<file path="src/hdl/assert_macros.svh">
// Assertion helper macros used by sm3_hash_engine_unit.
`ifndef ASSERT_MACROS_SVH
`define ASSERT_MACROS_SVH
// Implication property checked on every rising clock edge outside reset.
`define ASSERT_IMPL(label, clk, rst_n, ante, cons, msg) \
	label: assert property (@(posedge clk) disable iff (!rst_n) (ante) |-> (cons)) \
		else $error(msg);
// Next-cycle implication property.
`define ASSERT_NEXT(label, clk, rst_n, ante, cons, msg) \
	label: assert property (@(posedge clk) disable iff (!rst_n) (ante) |=> (cons)) \
		else $error(msg);
`endif

</file>
<file path="src/hdl/sm3_pkg.sv">
// ---------------------------------------------------------------------------
// sm3_pkg
// Shared types, constants and round functions of the SM3 hash engine.
// ---------------------------------------------------------------------------
`default_nettype none
package sm3_pkg;
	typedef logic [31:0] word_t;

	typedef enum logic [2:0] {
		ST_IDLE,
		ST_PAD,
		ST_RUN,
		ST_OUT
	} state_t;

	localparam word_t T_LOW  = 32'h79cc4519;
	localparam word_t T_HIGH = 32'h7a879d8a;
	localparam logic [7:0] PAD_BYTE = 8'h80;

	localparam word_t IV [8] = '{
		32'h7380166F, 32'h4914B2B9, 32'h172442D7, 32'hDA8A0600,
		32'hA96F30BC, 32'h163138AA, 32'hE38DEE4D, 32'hB0FB0E4E
	};

	// Round unit control: start a block, step one round.
	typedef struct packed {
		logic start;
		logic step;
	} rnd_ctl_t;

	function automatic word_t rotl(input word_t x, input logic [4:0] n);
		logic [63:0] d;
		d = {x, x} << n;
		return d[63:32];
	endfunction

	function automatic word_t perm0(input word_t x);
		return x ^ rotl(x, 5'd9) ^ rotl(x, 5'd17);
	endfunction

	function automatic word_t perm1(input word_t x);
		return x ^ rotl(x, 5'd15) ^ rotl(x, 5'd23);
	endfunction
endpackage
`default_nettype wire

</file>
<file path="src/hdl/sm3_round.sv">
// ---------------------------------------------------------------------------
// sm3_round
// Compression round unit: 16-word sliding schedule window, A..H
// working registers, one round per step, chain XOR on the last round.
// ---------------------------------------------------------------------------
`default_nettype none
module sm3_round (
	input  wire logic              clk,
	input  wire logic              arst_n,
	input  wire sm3_pkg::rnd_ctl_t ctl,
	input  wire logic [5:0]        rnd,
	input  wire sm3_pkg::word_t    blk [16],
	input  wire logic              chain_init,
	output sm3_pkg::word_t         chain [8]
);
	import sm3_pkg::*;

	word_t w_q [16];
	word_t v_q [8];
	word_t cv_q [8];
	word_t a12, ss1, ss2, ff, gg, tt1, tt2, tj, wn;
	logic  lo;

	always_comb begin
		lo  = (rnd < 6'd16);
		tj  = lo ? T_LOW : T_HIGH;
		a12 = rotl(v_q[0], 5'd12);
		ss1 = rotl(a12 + v_q[4] + rotl(tj, rnd[4:0]), 5'd7);
		ss2 = ss1 ^ a12;
		ff  = lo ? (v_q[0] ^ v_q[1] ^ v_q[2]) :
			((v_q[0] & v_q[1]) | (v_q[0] & v_q[2]) | (v_q[1] & v_q[2]));
		gg  = lo ? (v_q[4] ^ v_q[5] ^ v_q[6]) : ((v_q[4] & v_q[5]) | (~v_q[4] & v_q[6]));
		tt1 = ff + v_q[3] + ss2 + (w_q[0] ^ w_q[4]);
		tt2 = gg + v_q[7] + ss1 + w_q[0];
		// next schedule word W[j+16]
		wn  = perm1(w_q[0] ^ w_q[7] ^ rotl(w_q[13], 5'd15)) ^ rotl(w_q[3], 5'd7) ^ w_q[10];
	end

	always_ff @(posedge clk) begin
		if (ctl.start) begin
			w_q <= blk;
			v_q <= cv_q;
		end else if (ctl.step) begin
			for (int i = 0; i < 15; i++) w_q[i] <= w_q[i+1];
			w_q[15] <= wn;
			v_q[0] <= tt1;
			v_q[1] <= v_q[0];
			v_q[2] <= rotl(v_q[1], 5'd9);
			v_q[3] <= v_q[2];
			v_q[4] <= perm0(tt2);
			v_q[5] <= v_q[4];
			v_q[6] <= rotl(v_q[5], 5'd19);
			v_q[7] <= v_q[6];
		end
	end

	always_ff @(posedge clk or negedge arst_n) begin
		if (!arst_n) begin
			cv_q <= IV;
		end else if (chain_init) begin
			cv_q <= IV;
		end else if (ctl.step && rnd == 6'd63) begin
			cv_q[0] <= cv_q[0] ^ tt1;
			cv_q[1] <= cv_q[1] ^ v_q[0];
			cv_q[2] <= cv_q[2] ^ rotl(v_q[1], 5'd9);
			cv_q[3] <= cv_q[3] ^ v_q[2];
			cv_q[4] <= cv_q[4] ^ perm0(tt2);
			cv_q[5] <= cv_q[5] ^ v_q[4];
			cv_q[6] <= cv_q[6] ^ rotl(v_q[5], 5'd19);
			cv_q[7] <= cv_q[7] ^ v_q[6];
		end
	end

	assign chain = cv_q;
endmodule
`default_nettype wire

</file>
<file path="config.mk">
export PLATFORM = sky130hd
export DESIGN_NAME = sm3_round
export DESIGN_NICKNAME = d
export VERILOG_FILES = /design/src/hdl/assert_macros.svh /design/src/hdl/sm3_pkg.sv /design/src/hdl/sm3_round.sv
export SDC_FILE = /design/constraint.sdc
export NUM_CORES = 2
export LEC_CHECK = 0
export ABC_CLOCK_PERIOD_IN_PS = 9070
export BUFFER_PORTS_ARGS = -buffer_cell sky130_fd_sc_hd__buf_4
export CAP_MARGIN = 0
export CORE_MARGIN = 2
export CORE_UTILIZATION = 48
export DETAILED_ROUTE_END_ITERATION = 8
export HOLD_SLACK_MARGIN = 0.12
export PLACE_DENSITY = 0.68
export SLEW_MARGIN = 20
export SYNTH_ARGS = -nofsm -noshare
export SYNTH_HDL_FRONTEND = slang
export SYNTH_SLANG_ARGS = --single-unit
</file>
<file path="constraint.sdc">
create_clock -name clk -period 9.07 [get_ports clk]
set_input_delay 0.4535 -clock clk [delete_from_list [all_inputs] [get_ports clk]]
set_output_delay 0.4535 -clock clk [all_outputs]
set_load 0.1 [all_outputs]
</file>
==> metrics <==
clock tree buffer depth 3; Worst R2R Setup Slack 1.04 ns; Die Span Y roughly 350 µm; leading area contributor after synthesis edfxtp_1; DRC violations left 0; Final Skew 0.0290 ns; Non-Filler Instances between 7000 and 8000; synthesis warning total 0; status finished, final reports clean; ys async rst share between 20 and 30%; syn nets around 5500; largest net degree at the start of global routing 168; Die Area about 120000 µm²; Site Rows about 130; Clock transition at path regs 0.07 ns; Setup CP Type input pin to register; starting density of the core approximately half; Cells after DPL between 7000 and 8000; max frequency approximately 0.12 GHz; first-pass GRT wire length 325000 µm; number of buffers created by CTS 111; I/O pins roughly 800; Post-synth top cells 768 x edfxtp_1, 696 x mux2_2, 332 x o21ai_0; Synth area leaders edfxtp_1 40%, mux2_2 13%, fa_1 6.5%, dfrtp_1 5.9%, dfstp_2 5.4%; slowest CP cell fa_1; WP data arrival about 9 ns; DRT iter0 DRCs slightly above 5000; core box area roughly 120000 µm²; Syn Area/Cell 12.3 µm²; # port buffers between 700 and 800; CTS Sinks ~1000; Critical Path Sink Type register; CP peak stage delay approximately 0.48 ns; Worst setup SP type input pin; htree depth 3; fin crit period between 8 and 9 ns; max-capacitance violation count 0; vias in the first global route approximately 45000; worst slew pin tran between 1 and 1.5 ns; DRT Pass-1 Iters 6; Synth Register Bits 1024; Netlist cell types 84; Die X about 350 µm; wire per inst about 29 µm; mapped cell area ~60000 µm²; most frequent cell after synthesis edfxtp_1; Clk Latency, worst-skew pair 0.73 ns; ys flop type edfxtp_1; Root Driver clkbuf_16; Fill cells 9113; drt total wl about 230000 µm; post-DP HPWL 174000 µm; maximum fanout along the worst path 12; layout cells sized above 1 about a third; Via-to-Cell Ratio between 5 and 6; sequential area share after synthesis between 50% and 60%; initial antenna violation count 26; nets@finish between 7000 and 8000; cell mode on critical path buf_4; register area 29600 µm²; data required time of the worst path roughly 9.7 ns; Worst Hold Depth 2; area share of the largest cell type after synthesis 39.5%; post-synthesis cell count approximately 4700; total gr overflow 0; fin. max-slew vios 0; area added between synthesis and finish 31.5%; HP Class input pin to register; number of synthesized flops with an enable pin roughly 770; share of the clock period used by the worst path 93.2%; Final Hold Fails 0; unrepaired setup endpoints after global routing false; area of the multi-input gates around 27000 µm²; # setup viols final 0; CTS tree built; vias post-DR ~46000; Reg2Reg Depth 30; worst rel slew slack a little over an eighth; Setup Fix Bufs, Post-CTS 0; Final GP Congestion 0.988; Tot GR Track Use ~36%; Post-DRT Antenna Nets 0
## area by class of cell
| class | count | share of cell area [%] |
|---|---|---|
| sequential | 1024 | 38.6 |
| tap | 1612 | 2.63 |
| inverter | 201 | 0.987 |
| timing repair buffer | 1625 | 17.7 |
| clock inverter | 56 | 0.628 |
| antenna | 23 | 0.0750 |
| clock buffer | 154 | 4.01 |
| multi-input combinational | 3275 | 35.4 |
## repair_timing
action | 4_1_cts | 5_1_grt
resized for setup | 0 | 3
endpoints found under the hold margin | 550 | 0
hold buffers | 509 | 0
setup endpoints to repair | 0 | 8
## registers in the layout, summed over array words and instances (netlist names)
name   cells
chain    256
v_q      224
w_q      512
a12       32
## layout by cell type, fill, tap and decap left out, types with 10 or more instances in the layout
master and n:
a211oi_1 21, a21o_1 46, a21oi_1 267, a31oi_1 29, and3_1 100, buf_4 1108, clkbuf_1 33, clkbuf_16 114
clkinv_1 10, clkinv_2 26, dfrtp_1 137, dfstp_2 119, diode_2 23, dlygate4sd3_1 509, edfxtp_1 768, fa_1 188
ha_1 96, inv_1 199, mux2_2 696, mux2i_1 50, nand2_1 309, nand2b_1 15, nand3_1 49, nor2_1 248
nor2b_1 29, nor3_1 53, o21a_1 12, o21ai_0 331, o21ai_1 17, o21bai_1 17, or3_1 57, xnor2_1 294
xnor3_1 20, xor2_1 194
## worst max-delay path: cells and delay by family
family,cells,cell delay [ns]
xor gates and xnor gates,2,0.60
and+or+nand+nor,9,1.86
buffers and inverters,7,0.80
adders and majority gates,7,2.58
AOI/OAI and AO/OA,14,2.47
muxes,1,0.31
## routing by layer
metal	up-vias	part of all wire, %	GRT usage [%]
met5	-	0.018	0
met3	423	7.9	6.91
met2	2176	47	59.1
met4	6	5.6	17.1
met1	23000	39	47.5
li1	20000	-	-
## cell families after synthesis
kind of cell	count (synthesis)	synth area share, %
DFF	1024	50.8
and+or+nand+nor	897	7.07
AOI/OAI and AO/OA	834	8.30
buffers and inverters	424	2.74
adders and majority gates	284	8.51
xor gates and xnor gates	512	8.24
muxes	748	14.4
## final timing paths
kind | from | end
min in group asynchronous | arst_n | chain[53]
setup / recovery | rnd[5] | chain[102]
setup reg to reg | a12[1] | chain[102]
hold / removal | chain_init | chain[95]
hold reg to reg | chain[125] | chain[125]
max in group asynchronous | arst_n | chain[237]
## stage by stage
step | worst slack (ns) | setup TNS, ns | instance area [µm²] | utilization (%) | hold WS, ns
floorplan | 0.0174 | 0 | 58300 | - | 0.158
global placement | -0.00375 | -0.00375 | 67900 | 56.5 | 0.508
detailed placement | -0.144 | -0.949 | 67900 | 56.5 | 0.518
CTS | 0.630 | 0 | 76600 | 63.7 | 0.131
global route | 0.124 | 0 | 76700 | 63.8 | 0.117
finish | 0.614 | 0 | 76700 | 63.8 | 0.182
Power is not shown: default switching activity piles up to over one toggle a cycle in this logic, so the estimate is an artifact.
